$ cat src/hw/rtl/sha256_pkg.sv
// ----------------------------------------------------------------------------
// SHA-256 package
// Shared command codes, round constants, initial hash words and helpers.
// ----------------------------------------------------------------------------
package sha256_pkg;

	localparam logic CMD_ABSORB = 1'b0;
	localparam logic CMD_FINISH = 1'b1;

	// Commands from the controller to the datapath.
	typedef struct packed {
		logic write_byte;   // store the request's byte at the fill position
		logic pad_byte;     // store a padding byte (0x80 or zero) at the fill position
		logic pad_first;    // padding byte is 0x80
		logic write_length; // store the bit length in words 14 and 15
		logic clear_block;  // zero the whole block (second padding block)
		logic start_comp;   // begin a compression
		logic round_step;   // run one round
		logic finish_comp;  // add the working variables into the chain
		logic reinit;       // back to the initial value for the next message
	} sha256_cmd_t;

	// Status from the datapath to the controller.
	typedef struct packed {
		logic [5:0] fill_count;
		logic       last_round;
	} sha256_status_t;

	localparam logic [31:0] INIT_H [8] = '{
		32'h6a09e667, 32'hbb67ae85, 32'h3c6ef372, 32'ha54ff53a,
		32'h510e527f, 32'h9b05688c, 32'h1f83d9ab, 32'h5be0cd19
	};

	localparam logic [31:0] ROUND_K [64] = '{
		32'h428a2f98, 32'h71374491, 32'hb5c0fbcf, 32'he9b5dba5,
		32'h3956c25b, 32'h59f111f1, 32'h923f82a4, 32'hab1c5ed5,
		32'hd807aa98, 32'h12835b01, 32'h243185be, 32'h550c7dc3,
		32'h72be5d74, 32'h80deb1fe, 32'h9bdc06a7, 32'hc19bf174,
		32'he49b69c1, 32'hefbe4786, 32'h0fc19dc6, 32'h240ca1cc,
		32'h2de92c6f, 32'h4a7484aa, 32'h5cb0a9dc, 32'h76f988da,
		32'h983e5152, 32'ha831c66d, 32'hb00327c8, 32'hbf597fc7,
		32'hc6e00bf3, 32'hd5a79147, 32'h06ca6351, 32'h14292967,
		32'h27b70a85, 32'h2e1b2138, 32'h4d2c6dfc, 32'h53380d13,
		32'h650a7354, 32'h766a0abb, 32'h81c2c92e, 32'h92722c85,
		32'ha2bfe8a1, 32'ha81a664b, 32'hc24b8b70, 32'hc76c51a3,
		32'hd192e819, 32'hd6990624, 32'hf40e3585, 32'h106aa070,
		32'h19a4c116, 32'h1e376c08, 32'h2748774c, 32'h34b0bcb5,
		32'h391c0cb3, 32'h4ed8aa4a, 32'h5b9cca4f, 32'h682e6ff3,
		32'h748f82ee, 32'h78a5636f, 32'h84c87814, 32'h8cc70208,
		32'h90befffa, 32'ha4506ceb, 32'hbef9a3f7, 32'hc67178f2
	};

	function automatic logic [31:0] rotr(input logic [31:0] x, input int unsigned n);
		rotr = (x >> n) | (x << (32 - n));
	endfunction

endpackage

$ cat src/hw/rtl/sha256_datapath.sv
// ----------------------------------------------------------------------------
// SHA-256 datapath
// Block buffer, message schedule, round unit, chaining value and bit length.
// ----------------------------------------------------------------------------
module sha256_datapath (
	input  logic                      clk,
	input  logic                      arst_n,
	input  sha256_pkg::sha256_cmd_t   cmd,
	input  logic [7:0]                data_byte,
	input  logic [2:0]                read_index,
	output logic [31:0]               read_word,
	output sha256_pkg::sha256_status_t status
);

	logic [31:0] block_q [16];
	logic [31:0] w_q [16];
	logic [31:0] h_q [8];
	logic [31:0] v_q [8];
	logic [5:0]  fill_q;
	logic [5:0]  round_q;
	logic [63:0] bitlen_q;

	logic [7:0]  byte_val;
	logic [3:0]  widx;
	logic [4:0]  bsh;
	logic [31:0] s0, s1, w_new, t1, t2, ch, maj, e, a;

	assign byte_val = cmd.write_byte ? data_byte : (cmd.pad_first ? 8'h80 : 8'h00);
	assign widx     = fill_q[5:2];
	assign bsh      = 5'd24 - {fill_q[1:0], 3'b000};

	// Schedule expansion and round logic.
	always_comb begin
		s0    = sha256_pkg::rotr(w_q[1], 7) ^ sha256_pkg::rotr(w_q[1], 18) ^ (w_q[1] >> 3);
		s1    = sha256_pkg::rotr(w_q[14], 17) ^ sha256_pkg::rotr(w_q[14], 19)
		        ^ (w_q[14] >> 10);
		w_new = s1 + w_q[9] + s0 + w_q[0];
		a     = v_q[0];
		e     = v_q[4];
		ch    = (e & v_q[5]) ^ (~e & v_q[6]);
		maj   = (a & v_q[1]) | (v_q[1] & v_q[2]) | (v_q[2] & a);
		t1    = v_q[7] + (sha256_pkg::rotr(e, 6) ^ sha256_pkg::rotr(e, 11)
		        ^ sha256_pkg::rotr(e, 25)) + ch + sha256_pkg::ROUND_K[round_q] + w_q[0];
		t2    = (sha256_pkg::rotr(a, 2) ^ sha256_pkg::rotr(a, 13) ^ sha256_pkg::rotr(a, 22))
		        + maj;
	end

	// Block buffer; it takes no reset, every read word is written first.
	always_ff @(posedge clk) begin
		if (cmd.clear_block) begin
			for (int i = 0; i < 16; i++) block_q[i] <= '0;
		end else if (cmd.write_length) begin
			block_q[14] <= bitlen_q[63:32];
			block_q[15] <= bitlen_q[31:0];
		end else if (cmd.write_byte || cmd.pad_byte) begin
			block_q[widx] <= (block_q[widx] & ~(32'hff << bsh))
			                 | ({24'd0, byte_val} << bsh);
		end
	end

	// Schedule window and working variables.
	always_ff @(posedge clk) begin
		if (cmd.start_comp) begin
			for (int i = 0; i < 16; i++) w_q[i] <= block_q[i];
			for (int i = 0; i < 8; i++) v_q[i] <= h_q[i];
		end else if (cmd.round_step) begin
			for (int i = 0; i < 15; i++) w_q[i] <= w_q[i + 1];
			w_q[15] <= w_new;
			for (int i = 1; i < 8; i++) v_q[i] <= v_q[i - 1];
			v_q[4] <= v_q[3] + t1;
			v_q[0] <= t1 + t2;
		end
	end

	// Control state: chain, fill count, bit length and round counter.
	always_ff @(posedge clk or negedge arst_n) begin
		if (!arst_n) begin
			for (int i = 0; i < 8; i++) h_q[i] <= sha256_pkg::INIT_H[i];
			fill_q   <= '0;
			round_q  <= '0;
			bitlen_q <= '0;
		end else begin
			if (cmd.reinit) begin
				for (int i = 0; i < 8; i++) h_q[i] <= sha256_pkg::INIT_H[i];
				bitlen_q <= '0;
				fill_q   <= '0;
			end else begin
				if (cmd.finish_comp) begin
					for (int i = 0; i < 8; i++) h_q[i] <= h_q[i] + v_q[i];
				end
				if (cmd.write_byte) bitlen_q <= bitlen_q + 64'd8;
				if (cmd.write_byte || cmd.pad_byte) fill_q <= fill_q + 6'd1;
			end
			if (cmd.start_comp) round_q <= '0;
			else if (cmd.round_step) round_q <= round_q + 6'd1;
		end
	end

	assign read_word         = h_q[read_index];
	assign status.fill_count = fill_q;
	assign status.last_round = (round_q == 6'd63);

endmodule

$ cat src/hw/rtl/sha256_controller.sv
// ----------------------------------------------------------------------------
// SHA-256 controller
// Sequences absorb, padding, compression and digest read-out.
// ----------------------------------------------------------------------------
module sha256_controller (
	input  logic                       clk,
	input  logic                       arst_n,
	input  logic                       in_valid,
	output logic                       in_ready,
	input  logic                       command,
	output logic                       out_valid,
	input  logic                       out_ready,
	output logic [2:0]                 out_index,
	input  sha256_pkg::sha256_status_t status,
	output sha256_pkg::sha256_cmd_t    cmd
);

	localparam logic [2:0] ST_IDLE  = 3'd0;
	localparam logic [2:0] ST_PAD   = 3'd1;
	localparam logic [2:0] ST_LEN   = 3'd2;
	localparam logic [2:0] ST_ROUND = 3'd3;
	localparam logic [2:0] ST_ADD   = 3'd4;
	localparam logic [2:0] ST_OUT   = 3'd5;

	logic [2:0] state_q;
	logic       final_q;  // compression in flight is the length block
	logic       second_q; // padding wraps into a second block
	logic [2:0] idx_q;
	logic       accept;

	assign in_ready  = (state_q == ST_IDLE);
	assign accept    = in_valid && in_ready;
	assign out_valid = (state_q == ST_OUT);
	assign out_index = idx_q;

	// Command decode.
	always_comb begin
		cmd            = '0;
		cmd.write_byte = accept && (command == sha256_pkg::CMD_ABSORB);
		case (state_q)
			ST_IDLE: begin
				if (accept && command == sha256_pkg::CMD_FINISH) begin
					cmd.pad_byte  = 1'b1;
					cmd.pad_first = 1'b1;
				end
			end
			ST_PAD: begin
				// A wrapped fill count ends the first of two padding blocks; on the
				// cleared second block it marks where the length goes.
				if (status.fill_count == 6'd0 && second_q) begin
					cmd.start_comp = 1'b1;
				end else if ((status.fill_count inside {6'd0, 6'd56}) && !second_q) begin
					cmd.write_length = 1'b1;
				end else begin
					cmd.pad_byte = 1'b1;
				end
			end
			ST_LEN:   cmd.start_comp  = 1'b1;
			ST_ROUND: cmd.round_step  = 1'b1;
			ST_ADD: begin
				cmd.finish_comp = 1'b1;
				cmd.clear_block = !final_q && second_q;
			end
			ST_OUT:   cmd.reinit      = out_ready && (idx_q == 3'd7);
			default:  cmd             = '0;
		endcase
	end

	// State register.
	always_ff @(posedge clk or negedge arst_n) begin
		if (!arst_n) begin
			state_q  <= ST_IDLE;
			final_q  <= 1'b0;
			second_q <= 1'b0;
			idx_q    <= '0;
		end else begin
			case (state_q)
				ST_IDLE: begin
					if (accept && command == sha256_pkg::CMD_FINISH) begin
						state_q  <= ST_PAD;
						second_q <= (status.fill_count > 6'd55);
					end else if (cmd.write_byte && status.fill_count == 6'd63) begin
						state_q <= ST_LEN;
						final_q <= 1'b0;
					end
				end
				ST_PAD: begin
					if (cmd.start_comp) begin
						state_q <= ST_ROUND;
						final_q <= 1'b0;
					end else if (cmd.write_length) begin
						state_q <= ST_LEN;
						final_q <= 1'b1;
					end
				end
				ST_LEN:   state_q <= ST_ROUND;
				ST_ROUND: if (status.last_round) state_q <= ST_ADD;
				ST_ADD: begin
					if (final_q) begin
						state_q <= ST_OUT;
						idx_q   <= '0;
					end else if (second_q) begin
						state_q  <= ST_PAD;
						second_q <= 1'b0;
					end else begin
						state_q <= ST_IDLE;
					end
				end
				ST_OUT: begin
					if (out_ready) begin
						idx_q <= idx_q + 3'd1;
						if (idx_q == 3'd7) state_q <= ST_IDLE;
					end
				end
				default: state_q <= ST_IDLE;
			endcase
		end
	end

endmodule

$ cat src/hw/rtl/sha256_message_digest_core.sv
// ----------------------------------------------------------------------------
// SHA-256 message digest core
// Byte-wide SHA-256 engine emitting the eight digest words on finish.
// ----------------------------------------------------------------------------
// An absorb request is taken while idle; the 64th byte of a block starts a
// compression (load, 64 rounds at one per cycle through the single round
// unit, chain add) during which no request is taken. A finish request pads
// byte by byte up to the length field, compresses, and then presents the
// eight digest words one per cycle while the receiver is ready; with more
// than 55 pending bytes a second block (pad, zero, length) adds another
// compression.
module sha256_message_digest_core (
	input  logic        clk,
	input  logic        arst_n,
	input  logic        in_valid,
	output logic        in_ready,
	input  logic        command,
	input  logic [7:0]  data_byte,
	output logic        out_valid,
	input  logic        out_ready,
	output logic [31:0] digest_word,
	output logic [2:0]  word_index,
	output logic        last_word
);

	sha256_pkg::sha256_cmd_t    cmd;
	sha256_pkg::sha256_status_t status;

	sha256_controller u_ctrl (
		.clk       (clk),
		.arst_n    (arst_n),
		.in_valid  (in_valid),
		.in_ready  (in_ready),
		.command   (command),
		.out_valid (out_valid),
		.out_ready (out_ready),
		.out_index (word_index),
		.status    (status),
		.cmd       (cmd)
	);

	sha256_datapath u_dp (
		.clk        (clk),
		.arst_n     (arst_n),
		.cmd        (cmd),
		.data_byte  (data_byte),
		.read_index (word_index),
		.read_word  (digest_word),
		.status     (status)
	);

	assign last_word = (word_index == 3'd7);

	// A request is never taken while the digest is being presented.
	a_no_overlap: assert property (@(posedge clk) disable iff (!arst_n)
		!(in_ready && out_valid)) else $error("request taken during read-out");

	// After the final word the block is idle again.
	a_back_idle: assert property (@(posedge clk) disable iff (!arst_n)
		(out_valid && out_ready && last_word) |=> (in_ready && !out_valid))
		else $error("not idle after digest");

	// Words advance by one per accepted digest word.
	a_index_step: assert property (@(posedge clk) disable iff (!arst_n)
		(out_valid && out_ready && !last_word) |=> (out_valid &&
		word_index == $past(word_index) + 3'd1)) else $error("word index skipped");

endmodule
$ cat config.mk
export PLATFORM = sky130hd
export DESIGN_NAME = sha256_message_digest_core
export DESIGN_NICKNAME = d
export VERILOG_FILES = /design/src/hw/rtl/sha256_pkg.sv /design/src/hw/rtl/sha256_datapath.sv /design/src/hw/rtl/sha256_controller.sv /design/src/hw/rtl/sha256_message_digest_core.sv
export SDC_FILE = /design/constraint.sdc
export NUM_CORES = 2
export LEC_CHECK = 0
export BUFFER_PORTS_ARGS = -buffer_cell sky130_fd_sc_hd__buf_2
export CAP_MARGIN = 20
export CORE_MARGIN = 8
export CORE_UTILIZATION = 40
export DETAILED_ROUTE_END_ITERATION = 7
export PLACE_DENSITY = 0.59
export SETUP_SLACK_MARGIN = 0.05
export SYNTH_ARGS = -nofsm -noshare
export SYNTH_HDL_FRONTEND = slang
export SYNTH_SLANG_ARGS = --single-unit
$ cat constraint.sdc
create_clock -name clk -period 109.6 [get_ports clk]
set_clock_uncertainty 0.1 [all_clocks]
set_input_delay 10.96 -clock clk [delete_from_list [all_inputs] [get_ports clk]]
set_output_delay 10.96 -clock clk [all_outputs]
set_load 0.1 [all_outputs]
# Yosys cells after proc, flatten, opt, wreduce, memory -nomap -nowiden
# Memories as Yosys holds them, arrays and structs flattened.
# Index checks and enable logic that the tools add are counted.
# word_totals
n_memories,4
output_inout_bits,38
inputBits,13
register_bits,340
romBits,2048
ramBits,1280
# memory_table
memory,words,word_bits,rd,rd_ports_with_merged_regs,write_ports,line_no,rtl
(name not given),64,32,1,0,0,sha256_datapath.sv:43,"^ sha256_pkg::rotr(e, 25)) + ch + sha256_pkg::ROUND_K[round_q] + w_q[0];"
u_dp.block_q,16,32,17,0,16,sha256_datapath.sv:15,logic [31:0] block_q [16];
u_dp.w_q,16,32,16,0,16,sha256_datapath.sv:16,logic [31:0] w_q [16];
u_dp.v_q,8,32,8,0,8,sha256_datapath.sv:18,logic [31:0] v_q [8];
# op_classes
bitwise,60
n_lt_le_gt_ge,3
n_reduce_logical,27
addsub,23
shifts,2
mux,95
eq_ne,19
# ops
op,n
two-way mux 32 bit,32
adder 32 bit,18
two-way mux 256 bit,2
bitwise XOR 32 bit,7
AND 32 bit,6
two-way mux 64 bit,2
binary-select mux 32 bit (select 3 bit),1
OR 32 bit,3
adder 64 x 4 -> 64 bit (second input constant),1
NOT 32 bit,2
two-way mux 1 bit,34
OR 10 x 32 -> 32 bit,1
OR 13 x 32 -> 32 bit,1
OR 14 x 32 -> 32 bit,1
OR 15 x 32 -> 32 bit,1
OR 19 x 32 -> 32 bit,1
OR 21 x 32 -> 32 bit,1
OR 25 x 32 -> 32 bit,1
OR 26 x 32 -> 32 bit,1
OR 30 x 32 -> 32 bit,1
OR 7 x 32 -> 32 bit,1
OR reduction 32 bit,1
<< shifter 8 x 5 -> 32 bit,1
<< shifter 8 x 5 -> 32 bit (first input constant),1
37 further kinds,108

# Depth between registers and ports, before layout
# depth
word_depth,13
ltp_mapped,43
depth_no_buf,41

# Cells and area by module
# A second synthesis with hierarchy kept.
# hier_totals
hier_cells,9288
area_unflattened_um2,98469.4
# by_module_without_submodules
mod,cells_per_inst,seq_area_each_um2,area_each_um2,instances
sha256_datapath,9214,46839.9,97861.4,1
sha256_controller,73,200.2,601.8,1
sha256_message_digest_core,1,0.0,6.3,1

# Worst setup path after synthesis
# No wires, ideal clock.
# synth_path
path_kind,register to register
start,register u_dp.fill_q[0]
end,"memory u_dp.v_q[0][0], enable pin"
path_buffers,1
path_stages_with_launch,8
period_less_slack_ps,35165
t_arrival_ps,33142
setup_slack_ps,74435
path_cell_list,dfrtp_1 > clkbuf_1 > inv_1 > ha_1 > clkinv_1 > nor2_1 > a41oi_1 > nor2_1
# synth_lines
item,line_no,rtl
"start, declared",sha256_datapath.sv:19,logic [5:0] fill_q;
"start signal, assigned",sha256_datapath.sv:92,if (cmd.write_byte || cmd.pad_byte) fill_q <= fill_q + 6'd1;
"end, declared",sha256_datapath.sv:18,

# Worst setup path in the final report
# layout_path
start,register u_ctrl.idx_q[0] (netlist: u_ctrl.out_index[0])
end,output port digest_word[1]
# layout_via
elab_chain_cells,4
# layout_rtl
item,line_no,rtl
"start, declared",sha256_controller.sv:28,logic [2:0] idx_q;
"start signal, assigned",sha256_controller.sv:111,idx_q <= idx_q + 3'd1;
NOT 3 -> 4 bit (not written as such),sha256_datapath.sv:99,assign read_word = h_q[read_index];
binary-select mux 32 bit (select 3 bit),sha256_datapath.sv:99,
two-way mux 32 bit (not written as such) (2 in series),sha256_datapath.sv:99,
"end, declared",sha256_message_digest_core.sv:21,"output logic [31:0] digest_word,"
# No other way between the ends. The select of a mux whose other input is x is not followed.

==> results.cfg <==
[die]
dieArea_um2 = 258000
die_y_um = 508
ioPinCount = 51
initial_core_util = 0.402
row_count = 180
coreArea_um2 = 241000
die_x_um = 508

[detailed_routing]
drt_first_iter_violations = 8606
avgViaCountPerCell = 5.81
via_count = 74100
drc = 0
ant_nets = 0
wl_um = 340000
drt_pre_antenna_iters = 8
drt-wirelength-per-cell_um = 26.7

[synthesis]
synthesis.area_um2 = 96900
synthFlopType = edfxtp_1
ys_seq_area_frac = 0.486
async_flop_share = 0.208
syn_nets = 10200
synth-seq-cells = 1617
yosysWarnings = 0
synth.distinct_cells = 97
synthCells = 9582
synth_edf_count = 1280
avgSynthCellArea_um2 = 10.1

[power_and_ir_drop]
power_frac_seq = 0.516
pwr-share-clk = 0.480
p_leak_uw = 0.0425
intPower_uw = 990
p_comb_frac = 0.003
swShare = 0.219
p_switching_uw = 277
p_per_area_nw_per_um2 = 11.9
peakVddDrop_mv = 0.0155

[clocking]
htree_levels = 4
cts-buffers-inserted = 175
ctsResizeCount = 0
cts_root_buf = clkbuf_16
cts_sinks = 1617
clockBufferDepth = 3
cts_setup_buffers = 0
cts_hold_buf = 0
clk_pin_slew_ns = 0.06
clock_latency_ns = 0.87
cts_tree = built

[sta]
rsz0062_at_grt = false
slew_headroom = 0.249
finalSetupViolCount = 0
hold_viol_final = 0
slew_violations = 0
fmax_mhz = 67.2
period_needed_ns = 14.88
period_share = 0.136
fin_tns_setup_ns = 0
worstMarginPinSlew_ns = 1.12

[global_route]
grt_max_degree = 196
grt_pass1_wl_um = 495000
grt_antenna_before_repair = 11
globalRouteOverflowTotal = 0
grt_pass1_vias = 71800
grt_use_total = 0.257

[finish]
drive_gt1_frac = 0.0983
final_cells = 12700
nets = 10000
final_common_cell = nand2_1
final_cell_mix = nand2_1 (2,420), edfxtp_1 (1,280), nor2_1 (811)
syn2layout_area_growth_pct = 9.68

[setup_path]
crit_path_start_kind = flip-flop
ff2ff_path_depth = 42
reg2reg_from = u_dp.round_q[0]
cp_max_fo = 36
r2r-end = u_dp.v_q[0][31]
cp-end-kind = output pin
rrSetupSlack_ns = 98.10
required_ns = 98.54
path_class = flip-flop to output pin
crit_arrival_ns = 3.82

[min_path]
min_path_cells = 2
hold-path-endpoint = u_dp.w_q[4][37]
min_path_type = flip-flop to flip-flop
holdCritStartpoint = u_dp.w_q[5][5]

[placed_design]
post-dp-hpwl_um = 244000
place_congestion = 1.00
portBuffers = 50
place_inst = 12400

[run]
max-cap-violations = 0

[run_status]
status = finished, final reports clean
[Yosys cell counts, types with 12 or more instances]
| cell type | instances | area (um2) |
|---|---|---|
| nand2_1 | 2445 | 9180 |
| edfxtp_1 | 1280 | 38400 |
| nor2_1 | 814 | 3060 |
| o21ai_0 | 514 | 2570 |
| clkbuf_1 | 491 | 1840 |
| a21oi_1 | 449 | 2250 |
| ha_1 | 397 | 4970 |
| inv_1 | 371 | 1390 |
| xnor2_1 | 369 | 3230 |
| xor2_1 | 265 | 2320 |
| mux4_2 | 230 | 5180 |
| dfrtp_1 | 201 | 5030 |
| fa_1 | 195 | 3900 |
| a21o_1 | 167 | 1250 |
| nand3_1 | 142 | 711 |
| dfstp_2 | 136 | 3570 |
| nor3_1 | 110 | 551 |
| nand2b_1 | 78 | 488 |
| o21ai_1 | 63 | 315 |
| a31oi_1 | 61 | 382 |
| nor2b_1 | 56 | 350 |
| and3_1 | 49 | 307 |
| a211oi_1 | 47 | 353 |
| o21a_1 | 46 | 345 |
| mux2_2 | 44 | 495 |
| o21bai_1 | 44 | 330 |
| buf_1 | 35 | 131 |
| o31ai_1 | 35 | 263 |
| a22oi_1 | 33 | 248 |
| nand4_1 | 31 | 194 |
| or3_1 | 31 | 194 |
| o211ai_1 | 29 | 218 |
| mux2i_1 | 28 | 280 |
| maj3_1 | 23 | 230 |
| and2_1 | 18 | 113 |
| o311ai_0 | 15 | 131 |
| or2_2 | 15 | 93.8 |
| a2111oi_0 | 12 | 105 |
| a211o_1 | 12 | 105 |
| nand3b_1 | 12 | 90.1 |
[area by class of cell]
class | instances | area [um2]
clock inverters | 114 | 1240
diodes | 3 | 7.51
inverters | 375 | 1410
fillers | 22600 | 135000
repair buffers | 185 | 1420
multi-input cells | 7054 | 46600
flip-flops and latches | 1617 | 47100
well taps | 3185 | 3990
clock buffers | 213 | 4550
[power by group through the flow]
stage / Combinational (uW) / Sequential [uW] / Clock, uW
finish: 4.12 / 655 / 609
global route: 4.55 / 654 / 637
CTS: 4.22 / 655 / 615
floorplan: 0.131 / 667 / 0
global placement: 4.19 / 667 / 0
detailed placement: 4.21 / 667 / 0
[worst max-delay path, cell delays in order (launching register included)]
cell	delay, ns
dfrtp_4	0.92
buf_4	0.66
mux4_2	0.59
o21ai_0	0.23
buf_2	0.50
[per-layer routing]
| layer | GRT usage | part of all wire | vias up |
|---|---|---|---|
| li1 | - | - | 33000 |
| met1 | 0.334 | 0.39 | 36800 |
| met2 | 0.408 | 0.46 | 3534 |
| met3 | 0.0530 | 0.091 | 724 |
| met4 | 0.132 | 0.061 | 6 |
| met5 | 0 | 0.00011 | - |
[through the flow]
stage / total power, uW / hold WS [ns] / setup slack (ns) / utilization / cell area, um2
after global routing: 1300 / 0.416 / 94.47 / 0.441 / 106000
after floorplan: 667 / 0.384 / 74.44 / - / 96900
after global placement: 671 / 0.388 / 94.83 / 0.417 / 100000
after detailed placement: 672 / 0.391 / 94.77 / 0.417 / 100000
final: 1270 / 0.397 / 94.72 / 0.441 / 106000
after CTS: 1270 / 0.398 / 94.59 / 0.441 / 106000
[cell families (layout without fill, tap and decap cells)]
family	Yosys count	count (layout)	share of synthesized area
AOI/OAI and AO/OA	1653	1653	0.104
adders and majority gates	615	615	0.0940
DFF	1617	1617	0.486
and+or+nand+nor	3850	3850	0.163
other	0	3	0
xor gates and xnor gates	634	634	0.0573
muxes	302	302	0.0615
buffers and inverters	911	887	0.0355
[worst max-delay path by stage]
stage,startpoint,end
3_5_place_dp,in_valid,u_dp.block_q[6][17]
3_3_place_gp,in_valid,u_dp.block_q[5][10]
6_report,u_ctrl.out_index[0],digest_word[1]
5_1_grt,u_ctrl.out_index[0],digest_word[1]
2_1_floorplan,u_dp.fill_q[0],u_dp.v_q[0][0]
4_1_cts,u_ctrl.out_index[0],digest_word[1]
[flip-flops by register name (all words and copies together), names as in the netlist]
register,count
u_dp.fill_q,6
u_dp.w_q,512
u_dp.bitlen_q,61
u_ctrl.state_q,3
u_dp.h_q,256
u_ctrl.final_q,1
u_dp.round_q,6
u_dp.v_q,256
u_dp.block_q,512
u_ctrl.second_q,1
u_ctrl.out_index,3
No activity file was read; power rests on OpenSTA's default activity.
